File: src/ccmp_anb_pkg.sv
package ccmp_anb_pkg;

  localparam int unsigned InDataW  = 360;
  localparam int unsigned OutDataW = 472;

  typedef enum logic {
    ActTx = 1'b0,
    ActRx = 1'b1
  } action_e;

  typedef enum logic [1:0] {
    TypeMgmt  = 2'd0,
    TypeCtrl  = 2'd1,
    TypeData  = 2'd2,
    TypeResvd = 2'd3
  } frame_type_e;

  localparam logic [15:0] FcSubtypeLow = 16'h0070;
  localparam logic [15:0] FcRetry      = 16'h0800;
  localparam logic [15:0] FcPwrMgt     = 16'h1000;
  localparam logic [15:0] FcMoreData   = 16'h2000;
  localparam logic [15:0] FcProtected  = 16'h4000;
  localparam logic [15:0] FcOrder      = 16'h8000;
  localparam logic [15:0] FcBothDs     = 16'h0300;
  localparam logic [3:0]  SubtypeQos   = 4'h8;
  localparam logic [7:0]  MgmtFlags    = 8'h10;
  localparam logic [4:0]  AadBaseLen   = 5'd22;
  localparam logic [4:0]  AddrLen      = 5'd6;
  localparam logic [4:0]  QosLen       = 5'd2;
  localparam logic [5:0]  HdrExtra     = 6'd2;

  // one request as it arrives
  typedef struct packed {
    action_e     action;
    logic [15:0] frame_control;
    logic [47:0] address_one;
    logic [47:0] address_two;
    logic [47:0] address_three;
    logic [47:0] address_four;
    logic [15:0] sequence_control;
    logic [15:0] qos_control;
    logic [47:0] packet_number;
    logic [1:0]  key_index;
    logic [63:0] ccmp_header_in;
  } in_t;

  // after header decode and ccmp header handling
  typedef struct packed {
    logic [15:0] masked_fc;
    logic [47:0] a1;
    logic [47:0] a2;
    logic [47:0] a3;
    logic [47:0] a4;
    logic [3:0]  frag;
    logic [3:0]  tid;
    logic        four;
    logic        qos;
    logic [7:0]  flags;
    logic [47:0] pn;
    logic [63:0] hdr_out;
    logic [47:0] pnum;
    logic [1:0]  pkey;
    logic        ok;
  } dec_t;

  // aad assembled, nonce still to be laid out
  typedef struct packed {
    logic [239:0] aad;
    logic [4:0]   aad_len;
    logic [5:0]   hdr_len;
    logic [47:0]  a2;
    logic [7:0]   flags;
    logic [47:0]  pn;
    logic [63:0]  hdr_out;
    logic [47:0]  pnum;
    logic [1:0]   pkey;
    logic         ok;
  } mid_t;

  // one finished result
  typedef struct packed {
    logic [63:0] aad_word0;
    logic [63:0] aad_word1;
    logic [63:0] aad_word2;
    logic [47:0] aad_word3;
    logic [4:0]  aad_length;
    logic [63:0] nonce_low;
    logic [39:0] nonce_high;
    logic [5:0]  header_length;
    logic [63:0] ccmp_header_out;
    logic [47:0] parsed_number;
    logic [1:0]  parsed_key;
    logic        header_ok;
  } res_t;

endpackage

File: src/ccmp_aad_nonce_builder.sv
// ccmp aad and nonce builder, three register stages: decode, aad assembly, nonce and output
// an accepted request passes the decode, assembly and output registers in order to the master side
// throughput: one request per cycle while the master side is ready; each stage moves on when the one after it is free
// a stalled output holds its result while the stages behind keep filling
// reset: asynchronous, active low, clears the stage valid flags only
module ccmp_aad_nonce_builder (
  input  logic                                clk_i,
  input  logic                                rst_ni,
  input  logic                                s_axis_tvalid,
  output logic                                s_axis_tready,
  // frame_control, address_one, address_two, address_three, address_four,
  // sequence_control, qos_control, packet_number, key_index, ccmp_header_in, zero fill
  input  logic [ccmp_anb_pkg::InDataW-1:0]    s_axis_tdata,
  // action
  input  logic                                s_axis_tuser,
  output logic                                m_axis_tvalid,
  input  logic                                m_axis_tready,
  // aad_word0, aad_word1, aad_word2, aad_word3, aad_length, nonce_low, nonce_high,
  // header_length, ccmp_header_out, parsed_number, parsed_key, header_ok, zero fill
  output logic [ccmp_anb_pkg::OutDataW-1:0]   m_axis_tdata
);

  ccmp_anb_pkg::in_t  item;
  ccmp_anb_pkg::dec_t dec;
  ccmp_anb_pkg::mid_t mid;
  ccmp_anb_pkg::res_t res;
  logic               dec_valid, dec_ready;
  logic               mid_valid, mid_ready;

  // unpack the request, tdata fields from the lowest bit up
  assign item.action           = ccmp_anb_pkg::action_e'(s_axis_tuser);
  assign item.frame_control    = s_axis_tdata[15:0];
  assign item.address_one      = s_axis_tdata[63:16];
  assign item.address_two      = s_axis_tdata[111:64];
  assign item.address_three    = s_axis_tdata[159:112];
  assign item.address_four     = s_axis_tdata[207:160];
  assign item.sequence_control = s_axis_tdata[223:208];
  assign item.qos_control      = s_axis_tdata[239:224];
  assign item.packet_number    = s_axis_tdata[287:240];
  assign item.key_index        = s_axis_tdata[289:288];
  assign item.ccmp_header_in   = s_axis_tdata[353:290];

  // stage one: frame control masking, flags, ccmp header build or parse
  ccmp_anb_decode u_decode (
    .clk_i   (clk_i),
    .rst_ni  (rst_ni),
    .valid_i (s_axis_tvalid),
    .ready_o (s_axis_tready),
    .item_i  (item),
    .valid_o (dec_valid),
    .ready_i (dec_ready),
    .dec_o   (dec)
  );

  // stage two: aad byte layout and lengths
  ccmp_anb_assemble u_assemble (
    .clk_i   (clk_i),
    .rst_ni  (rst_ni),
    .valid_i (dec_valid),
    .ready_o (dec_ready),
    .dec_i   (dec),
    .valid_o (mid_valid),
    .ready_i (mid_ready),
    .mid_o   (mid)
  );

  // stage three: nonce byte order, result register facing the master side
  ccmp_anb_output u_output (
    .clk_i   (clk_i),
    .rst_ni  (rst_ni),
    .valid_i (mid_valid),
    .ready_o (mid_ready),
    .mid_i   (mid),
    .valid_o (m_axis_tvalid),
    .ready_i (m_axis_tready),
    .res_o   (res)
  );

  // pack the result, first field lowest, top bits zero
  assign m_axis_tdata = {2'b00, res.header_ok, res.parsed_key, res.parsed_number,
                         res.ccmp_header_out, res.header_length, res.nonce_high,
                         res.nonce_low, res.aad_length, res.aad_word3, res.aad_word2,
                         res.aad_word1, res.aad_word0};

endmodule

File: src/ccmp_anb_decode.sv
module ccmp_anb_decode (
  input  logic              clk_i,
  input  logic              rst_ni,
  input  logic              valid_i,
  output logic              ready_o,
  input  ccmp_anb_pkg::in_t item_i,
  output logic              valid_o,
  input  logic              ready_i,
  output ccmp_anb_pkg::dec_t dec_o
);

  ccmp_anb_pkg::dec_t          dec_d, dec_q;
  logic                        valid_q;
  ccmp_anb_pkg::frame_type_e   ftype;
  logic [3:0]                  stype;
  logic                        ext_iv;

  always_comb begin
    ftype  = ccmp_anb_pkg::frame_type_e'(item_i.frame_control[3:2]);
    stype  = item_i.frame_control[7:4];
    ext_iv = item_i.ccmp_header_in[29];

    dec_d.four = (item_i.frame_control & ccmp_anb_pkg::FcBothDs) == ccmp_anb_pkg::FcBothDs;
    dec_d.qos  = (ftype == ccmp_anb_pkg::TypeData) &&
                 ((stype & ccmp_anb_pkg::SubtypeQos) != 4'h0);

    // frame control masking
    dec_d.masked_fc = item_i.frame_control;
    if (ftype == ccmp_anb_pkg::TypeData) begin
      dec_d.masked_fc = dec_d.masked_fc & ~ccmp_anb_pkg::FcSubtypeLow;
      if (dec_d.qos) begin
        dec_d.masked_fc = dec_d.masked_fc & ~ccmp_anb_pkg::FcOrder;
      end
    end
    dec_d.masked_fc = (dec_d.masked_fc & ~(ccmp_anb_pkg::FcRetry | ccmp_anb_pkg::FcPwrMgt |
                      ccmp_anb_pkg::FcMoreData)) | ccmp_anb_pkg::FcProtected;

    dec_d.a1   = item_i.address_one;
    dec_d.a2   = item_i.address_two;
    dec_d.a3   = item_i.address_three;
    dec_d.a4   = item_i.address_four;
    dec_d.frag = item_i.sequence_control[3:0];
    dec_d.tid  = item_i.qos_control[3:0];

    if (dec_d.qos) begin
      dec_d.flags = {4'h0, item_i.qos_control[3:0]};
    end else if (ftype == ccmp_anb_pkg::TypeMgmt) begin
      dec_d.flags = ccmp_anb_pkg::MgmtFlags;
    end else begin
      dec_d.flags = 8'h00;
    end

    if (item_i.action == ccmp_anb_pkg::ActRx) begin
      dec_d.hdr_out = 64'h0;
      if (ext_iv) begin
        dec_d.pnum = {item_i.ccmp_header_in[63:32], item_i.ccmp_header_in[15:0]};
        dec_d.pkey = item_i.ccmp_header_in[31:30];
        dec_d.ok   = 1'b1;
      end else begin
        dec_d.pnum = 48'h0;
        dec_d.pkey = 2'd0;
        dec_d.ok   = 1'b0;
      end
      dec_d.pn = dec_d.pnum;
    end else begin
      dec_d.pn      = item_i.packet_number;
      dec_d.hdr_out = {item_i.packet_number[47:16], item_i.key_index, 1'b1, 5'd0, 8'h00,
                       item_i.packet_number[15:0]};
      dec_d.pnum    = 48'h0;
      dec_d.pkey    = 2'd0;
      dec_d.ok      = 1'b1;
    end
  end

  assign ready_o = !valid_q || ready_i;

  always_ff @(posedge clk_i or negedge rst_ni) begin
    if (!rst_ni) begin
      valid_q <= 1'b0;
    end else if (ready_o) begin
      valid_q <= valid_i;
    end
  end

  always_ff @(posedge clk_i) begin
    if (valid_i && ready_o) begin
      dec_q <= dec_d;
    end
  end

  assign valid_o = valid_q;
  assign dec_o   = dec_q;

endmodule

File: src/ccmp_anb_assemble.sv
module ccmp_anb_assemble (
  input  logic               clk_i,
  input  logic               rst_ni,
  input  logic               valid_i,
  output logic               ready_o,
  input  ccmp_anb_pkg::dec_t dec_i,
  output logic               valid_o,
  input  logic               ready_i,
  output ccmp_anb_pkg::mid_t mid_o
);

  ccmp_anb_pkg::mid_t mid_d, mid_q;
  logic               valid_q;
  logic [63:0]        tail;
  logic [4:0]         len;

  always_comb begin
    // bytes 22..29 depend on four-address and qos
    tail = 64'h0;
    if (dec_i.four) begin
      tail[47:0] = dec_i.a4;
      if (dec_i.qos) begin
        tail[55:48] = {4'h0, dec_i.tid};
      end
    end else if (dec_i.qos) begin
      tail[7:0] = {4'h0, dec_i.tid};
    end

    len = ccmp_anb_pkg::AadBaseLen;
    if (dec_i.four) begin
      len = len + ccmp_anb_pkg::AddrLen;
    end
    if (dec_i.qos) begin
      len = len + ccmp_anb_pkg::QosLen;
    end

    mid_d.aad     = {tail, 8'h00, 4'h0, dec_i.frag, dec_i.a3, dec_i.a2, dec_i.a1,
                     dec_i.masked_fc};
    mid_d.aad_len = len;
    mid_d.hdr_len = {1'b0, len} + ccmp_anb_pkg::HdrExtra;
    mid_d.a2      = dec_i.a2;
    mid_d.flags   = dec_i.flags;
    mid_d.pn      = dec_i.pn;
    mid_d.hdr_out = dec_i.hdr_out;
    mid_d.pnum    = dec_i.pnum;
    mid_d.pkey    = dec_i.pkey;
    mid_d.ok      = dec_i.ok;
  end

  assign ready_o = !valid_q || ready_i;

  always_ff @(posedge clk_i or negedge rst_ni) begin
    if (!rst_ni) begin
      valid_q <= 1'b0;
    end else if (ready_o) begin
      valid_q <= valid_i;
    end
  end

  always_ff @(posedge clk_i) begin
    if (valid_i && ready_o) begin
      mid_q <= mid_d;
    end
  end

  assign valid_o = valid_q;
  assign mid_o   = mid_q;

endmodule

File: src/ccmp_anb_output.sv
module ccmp_anb_output (
  input  logic               clk_i,
  input  logic               rst_ni,
  input  logic               valid_i,
  output logic               ready_o,
  input  ccmp_anb_pkg::mid_t mid_i,
  output logic               valid_o,
  input  logic               ready_i,
  output ccmp_anb_pkg::res_t res_o
);

  ccmp_anb_pkg::res_t res_d, res_q;
  logic               valid_q;

  always_comb begin
    res_d.aad_word0       = mid_i.aad[63:0];
    res_d.aad_word1       = mid_i.aad[127:64];
    res_d.aad_word2       = mid_i.aad[191:128];
    res_d.aad_word3       = mid_i.aad[239:192];
    res_d.aad_length      = mid_i.aad_len;
    // nonce: flags, a2, then pn with its top octet first
    res_d.nonce_low       = {mid_i.pn[47:40], mid_i.a2, mid_i.flags};
    res_d.nonce_high      = {mid_i.pn[7:0], mid_i.pn[15:8], mid_i.pn[23:16],
                             mid_i.pn[31:24], mid_i.pn[39:32]};
    res_d.header_length   = mid_i.hdr_len;
    res_d.ccmp_header_out = mid_i.hdr_out;
    res_d.parsed_number   = mid_i.pnum;
    res_d.parsed_key      = mid_i.pkey;
    res_d.header_ok       = mid_i.ok;
  end

  assign ready_o = !valid_q || ready_i;

  always_ff @(posedge clk_i or negedge rst_ni) begin
    if (!rst_ni) begin
      valid_q <= 1'b0;
    end else if (ready_o) begin
      valid_q <= valid_i;
    end
  end

  always_ff @(posedge clk_i) begin
    if (valid_i && ready_o) begin
      res_q <= res_d;
    end
  end

  assign valid_o = valid_q;
  assign res_o   = res_q;

endmodule

File: config.mk
export PLATFORM = sky130hd
export DESIGN_NAME = ccmp_aad_nonce_builder
export DESIGN_NICKNAME = d
export VERILOG_FILES = /design/src/ccmp_anb_pkg.sv /design/src/ccmp_aad_nonce_builder.sv /design/src/ccmp_anb_decode.sv /design/src/ccmp_anb_assemble.sv /design/src/ccmp_anb_output.sv
export SDC_FILE = /design/constraint.sdc
export NUM_CORES = 1
export LEC_CHECK = 0
export ABC_AREA = 1
export BUFFER_PORTS_ARGS = -buffer_cell sky130_fd_sc_hd__buf_2
export CAP_MARGIN = 25
export CORE_AREA = 10 10 314 316
export CTS_CLUSTER_SIZE = 10
export DETAILED_ROUTE_END_ITERATION = 12
export DIE_AREA = 0 0 324 326
export GPL_ROUTABILITY_DRIVEN = 1
export HOLD_SLACK_MARGIN = 0.1
export SETUP_SLACK_MARGIN = 0.4
export SYNTH_ARGS = -nofsm -noshare
export SYNTH_HDL_FRONTEND = slang
export SYNTH_SLANG_ARGS = --single-unit
File: constraint.sdc
create_clock -name clk_i -period 27.2 [get_ports clk_i]
set_clock_uncertainty 0.15 [all_clocks]
set_input_delay 5.44 -clock clk_i [delete_from_list [all_inputs] [get_ports clk_i]]
set_output_delay 5.44 -clock clk_i [all_outputs]
set_load 0.005 [all_outputs]
* Yosys cells after proc, flatten, opt, wreduce, memory -nomap -nowiden *
Cells that the tools add are included.

operators by class
  $mul = 0
  reduce and logical (&&, ||, !) cells = 12
  $lt $le $gt $ge = 0
  shift operators = 0
  add/subtract/negate cells = 2
  bitwise operators = 0
  equality and inequality tests = 2
  mux-type cells = 10
  div/mod/pow operators = 0

operators by type and width
  kind                                                           count
  163-bit 2-to-1 mux                                             1
  51-bit 2-to-1 mux                                              1
  16-bit 2-to-1 mux                                              2
  4-bit 2-to-1 mux                                               3
  5-bit 2-to-1 mux                                               2
  8-bit 2-to-1 mux                                               1
  5-bit by 2-bit adder with 6-bit output, second input constant  1
  5-bit by 2-bit adder with 5-bit output, second input constant  1
  2-bit equality test, second input constant                     2
  1-bit logical AND                                              4
  1-bit zero test                                                3
  1-bit logical OR                                               3
  2-bit zero test                                                1
  2-bit AND reduction                                            1

word-level totals
  RAM bits = 0
  logic and storage cells = 69
  bits of input ports = 365
  flip-flop bits (word level) = 1,274
  output and inout port bits = 474
  bits in latches = 0
  memories = 0
  memory bits (read-only) = 0

* Depth between registers and ports, before layout *
Gate-level depths: netlist (run 1).

  word-level depth = 5
  gate-level depth with buffers = 4
  mapped depth without buffers = 4

* Cells and area by module *
A second synthesis (run 1) with hierarchy kept.

second synthesis, totals
  cell total of the unflattened synthesis = 1,764
  area, all modules = 39,663.0 um^2

by module, submodules not included
  module                  cells each  sequential area each (um^2)  area each (um^2)  instances
  ccmp_anb_output         476         14,138.6                     14,158.6          1
  ccmp_anb_assemble       603         11,856.4                     13,020.0          1
  ccmp_anb_decode         682         11,105.7                     12,465.7          1
  ccmp_aad_nonce_builder  3           0.0                          18.8              1

* Least setup slack after synthesis (run 1) *
Ideal clock, no wire load.

  path type = input-to-reg
  start = input m_axis_tready
  end = register u_output.res_q (netlist bit u_output.res_o[0]) (enable)
  stages on the path = 2
  arrival = 23.421 ns
  data required time = 25.815 ns
  path buffers = 0
  path slack = 2.394 ns
  library setup time = 1.235 ns
  path through = inv_1 > a21oi_1

between the ends
  cells in the longest elaborated chain, start to end = 2

RTL lines
  element               RTL line                      RTL
  from (decl)           ccmp_aad_nonce_builder.sv:17  input logic m_axis_tready,
  1-bit logical OR      ccmp_anb_output.sv:32         assign ready_o = !valid_q || ready_i;
  1-bit logical AND     ccmp_anb_output.sv:43         if (valid_i && ready_o) begin
  to (signal assigned)  ccmp_anb_output.sv:44         res_q <= res_d;
  to (decl)             ccmp_anb_output.sv:12         ccmp_anb_pkg::res_t res_d, res_q;

Every way passes these cells.
A chain may end at the register's enable or synchronous reset.

* Worst setup path after layout (run 1) *
  start = input m_axis_tready
  end = output s_axis_tready

between the ends
  cells in the longest elaborated chain, start to end = 3

RTL lines
  element           RTL line                      RTL
  1-bit logical OR  ccmp_anb_output.sv:32
  1-bit logical OR  ccmp_anb_assemble.sv:50       assign ready_o = !valid_q || ready_i;
  1-bit logical OR  ccmp_anb_decode.sv:75         assign ready_o = !valid_q || ready_i;
  to (decl)         ccmp_aad_nonce_builder.sv:10  output logic s_axis_tready,

Every way passes these cells.

==> results of run 1 <==
## stage by stage
step / power [µW] / util, % / instance area [µm²]
global placement: 2550 / 44.2 / 40900
finish: 4070 / 48.3 / 44700
CTS: 4130 / 48.2 / 44600
global route: 4230 / 48.3 / 44700
detailed placement: 2560 / 44.2 / 40900
floorplan: 2470 / - / 36400
## metal layers
layer  vias to the layer above  wire [µm]  track usage (%)  share of wire (%)
met4                        32       2660             6.41                3.3
met1                      8169      27100             14.8                 33
met3                       203      11600             9.08                 14
met2                       743      39900             24.9                 49
li1                       7558          -                -                  -
met5                         -        209                0               0.26
## path summary, 6_finish.rpt
check                      slack, ns  cells past startpoint                    to          startpoint
max                            15.59                      4         s_axis_tready       m_axis_tready
min                             0.24                      0  u_assemble.mid_o[48]  u_decode.dec_o[48]
max reg2reg                    23.48                      5    u_decode.dec_o[99]    u_output.valid_o
min reg2reg                     0.24                      0  u_assemble.mid_o[48]  u_decode.dec_o[48]
max in group asynchronous      22.42                      1      u_decode.valid_o              rst_ni
min in group asynchronous       4.37                      1      u_output.valid_o              rst_ni
## kinds of logic after synthesis
logic type / Yosys count / synth area share (%)
other: 2 / 0.0208
AO/OA/AOI/OAI: 56 / 0.961
flip-flops: 1120 / 92.9
adder cells (fa/ha/maj): 5 / 0.173
AND/OR/NAND/NOR: 174 / 1.83
buffers and inverters: 289 / 4.11
## power groups by stage
stage	Sequential, µW	Combinational (µW)	Clock [µW]
6_report	2220	291	1550
5_1_grt	2240	323	1670
4_1_cts	2230	302	1600
3_5_place_dp	2260	302	0
3_3_place_gp	2250	298	0
2_1_floorplan	2360	109	0
## flip-flops by register name (all words and copies together) (netlist names)
signal / cells
u_output.valid_o: 1
u_decode.dec_o: 369
u_assemble.mid_o: 374
u_assemble.valid_o: 1
u_output.res_o: 374
u_decode.valid_o: 1
## worst max-delay path: stages
cell and delay (ns):
buf_2 0.10, inv_1 0.14, nand4_1 0.17, buf_2 0.18
## layout make-up
class	count	area, µm²
inverter	164	631
antenna	17	42.5
multi-input combinational	284	1270
sequential	1120	33600
clock buffer	152	3480
clock inverter	16	233
fill	7650	47800
tap	1197	1500
timing repair buffer	757	3890
## synthesized netlist by cell type (all sizes together)
cell type	n
edfxtp	1117
inv	164
buf	122
nor2	109
nand2	62
o22ai	48
ha	5
o21ai	4
a21boi	3
clkbuf	3
dfrtp	3
conb	2
nand3	2
a21oi	1
nand4	1
==> impl_metrics.ini, run 1 <==
[status]
status = finished clean

[layout]
final_cell_mix = edfxtp_1 (1117), buf_2 (741), inv_1 (162)
fin_cells = 3707
nets = 2829
drive_gt1_share_pct = 36.6
synthToLayoutAreaGrowth_pct = 23.5
mostFrequentLayoutCell = edfxtp_1

[detailed_routing]
dr.pass1.iters = 5
vias = 16700
drt_iter0_drc = 1202
wl_per_cell_um = 21.9
via_per_inst = 4.51
ant_nets = 0
drc_errors = 0
wl_um = 81400

[cts]
h-tree-depth = 4
holdBufCountCts = 0
clkTransAtPathRegs_ns = 0.05
root_buffer = clkbuf_16
cts_resized = 0
numCtsBuffers = 132
post-cts-setup-buffers = 0
cts_tree = yes
cts_buffer_depth = 3
cts_num_sinks = 1120
clkLatencyLatePin_ns = 0.72

[power]
leakage_uw = 0.0174
combinationalPowerShare_pct = 7.1
pwr-share-clk_pct = 38.2
p_sw_uw = 886
p_int_uw = 3180
power.density_nw_per_um2 = 91.1
ir_worst_vdd_uv = 59.7
p_sw_share_pct = 21.8
p_seq_share_pct = 54.7

[placed_design]
port_buffers = 742
preCtsSetupSlack_ns = 15.58
dp.cells = 3521
place_congestion = 0.833
dp_hpwl_um = 56100

[sta]
holdWs_ns = 0.243
fin_crit_sh_pct = 42.7
maxSlewHeadroom_pct = 32.5
hold_viol_final = 0
tns_ns = 0
rsz0062_at_grt = no
finalWorstSetupSlack_ns = 15.59
setup_viol = 0
max_freq_ghz = 0.0861
drv_slew = 0
finalCriticalPeriod_ns = 11.61
tightest_slew_ns = 1.01

[synth]
synth_seq_area_share_pct = 92.9
avgSynthCellArea_um2 = 22.0
synth.distinct_cells = 18
ys_warn_count = 0
synth_top_area_cell = edfxtp_1
yosysTopAreaCellShare_pct = 92.7
syn_inst = 1646
ys_ff_latch = 1120
synthTopCellsByArea = edfxtp_1 (93%), buf_4 (2.0%), inv_1 (1.7%), nor2_1 (1.1%), o22ai_1 (0.83%)
syn_area_um2 = 36200

[floorplanning]
ios = 839
die_y_um = 326
die_area_um2 = 106000
initial_utilization_pct = 39.1
fp.coreArea_um2 = 92500
rows = 112
dieWidth_um = 324

[critical_path]
cp-start-kind = primary input
cp_data_required_time_ns = 21.61
crit_type = in -> out
setup.worst_path.end_class = output port
worst-path-max-fanout = 4
arrival_ns = 6.02

[grt]
grt_pass1_wl_um = 115000
antenna_found_initial = 41
grt_use_total_pct = 15.0
grt_max_degree = 153
grt_pass1_vias = 18100
grt-ovfl-total = 0

[min_path]
min_path_type = reg -> reg

[job]
cap_violations = 0
(Power assumes the default switching activity.)
==> run 2, diff against run 1 <==
clock period = 11.6 ns   (was 27.2 ns; I/O delays follow)
==> run 2 against run 1 <==
Effect of this change:
- register-to-register slack worse by 15 ns
- critical path depth stayed put
- first-iteration DRC count is 4.1% higher
- via count is 0.32% lower
- sequential share of layout area is 0.11 points higher
- critical endpoint unchanged
- clock power is 130% higher
- routed wire length is 0.33% higher
==> impl_metrics.ini, run 2 (synthesis gave the netlist of run 1 again) <==
[cts]
cts_buffer_depth = 3
h-tree-depth = 4
cts_resized = 0
cts_tree = yes
clkTransAtPathRegs_ns = 0.05
post-cts-setup-buffers = 0
cts_num_sinks = 1120
clkLatencyLatePin_ns = 0.71
holdBufCountCts = 0
numCtsBuffers = 133
root_buffer = clkbuf_16

[critical_path]
r2r_start = u_output.valid_o
worst-path-max-fanout = 4
max_stage_delay_ns = 0.17
r2r_slack_ns = 8.05
cp_common_cell = buf_2
crit_type = in -> out
crit_buf_inv = 3
cp_data_required_time_ns = 9.13
setup.worst_path.end_class = output port
cp-start-kind = primary input
rr_worst_depth = 5
cp_top_family = buffers and inverters
arrival_ns = 2.89
slowest_stage = buf_2
worst_r2r_endpoint = u_decode.dec_o[277]
cp_cell_sequence = buf_2 > inv_1 > nand4_1 > buf_2

[grt]
grt_pass1_wl_um = 115000
antenna_found_initial = 33
grt_pass1_vias = 17700
grt_max_degree = 153
grt_use_total_pct = 14.9
grt-ovfl-total = 0

[floorplanning]
die_area_um2 = 106000
dieWidth_um = 324
die_y_um = 326
fp.coreArea_um2 = 92500
ios = 839
rows = 112
initial_utilization_pct = 39.1

[layout]
synthToLayoutAreaGrowth_pct = 23.3
mostFrequentLayoutCell = edfxtp_1
nets = 2828
drive_gt1_share_pct = 36.7
num-fill-cells = 7651
fin_util_pct = 48.2
fin_cells = 3687
final_cell_mix = edfxtp_1 (1117), buf_2 (741), inv_1 (162)

[sta]
drv_slew = 0
maxSlewHeadroom_pct = 31.5
tightest_slew_ns = 1.03
fin_crit_sh_pct = 46.2
rsz0062_at_grt = no
finalWorstSetupSlack_ns = 6.24
hold_viol_final = 0
setup_viol = 0
max_freq_ghz = 0.187
finalCriticalPeriod_ns = 5.36
tns_ns = 0

[placed_design]
dp_hpwl_um = 56000
preCtsSetupSlack_ns = 6.10
port_buffers = 742
place_congestion = 0.814
dp.cells = 3520

[min_path]
hold_depth = 0
min-delay-start = u_decode.dec_o[29]
min_path_type = reg -> reg
min_to = u_assemble.mid_o[29]

[detailed_routing]
wl_per_cell_um = 22.1
drc_errors = 0
via_per_inst = 4.52
drt_iter0_drc = 1251
wl_um = 81600
dr.pass1.iters = 5
ant_nets = 0
vias = 16700

[power]
power.density_nw_per_um2 = 214
leakage_uw = 0.0174
ir_worst_vdd_uv = 141

[job]
cap_violations = 0

[status]
status = finished clean
run 2: routing by layer:
layer	track usage (%)	routed length [µm]	up-vias
met1	15.7	28400	8158
met2	24.8	40600	764
met5	0	207	-
met3	8.06	10600	157
met4	5.77	1840	30
li1	-	-	7542
run 2: worst max path at each step:
stage	start	endpoint	cells past startpoint
final	m_axis_tready	s_axis_tready	4
after global routing	m_axis_tready	s_axis_tready	4
after CTS	m_axis_tready	s_axis_tready	4
after detailed placement	m_axis_tready	u_decode.dec_o[341]	7
after global placement	m_axis_tready	u_decode.dec_o[315]	7
after floorplan	m_axis_tready	u_assemble.mid_o[0]	4
run 2: metrics by stage:
| step | area, µm² | power, µW | hold slack (ns) |
|---|---|---|---|
| 5_1_grt | 44600 | 9910 | 0.244 |
| 2_1_floorplan | 36400 | 5680 | 0.250 |
| 4_1_cts | 44600 | 9680 | 0.236 |
| 6_report | 44600 | 9530 | 0.245 |
| 3_5_place_dp | 40900 | 6010 | 0.255 |
| 3_3_place_gp | 40900 | 5980 | 0.251 |
run 2: power breakdown:
group | internal, µW | switching [µW]
Clock | 2170 | 1460
Combinational | 205 | 469
Sequential | 5090 | 136
run 2: area by class of cell:
| class | count | area (µm²) | area share, % |
|---|---|---|---|
| sequential | 1120 | 33600 | 75.4 |
| timing repair buffer | 755 | 3860 | 8.66 |
| clock buffer | 145 | 3500 | 7.85 |
| tap | 1197 | 1500 | 3.36 |
| multi-input combinational | 284 | 1270 | 2.85 |
| inverter | 164 | 631 | 1.41 |
| clock inverter | 16 | 211 | 0.474 |
| antenna | 6 | 15.0 | 0.0337 |
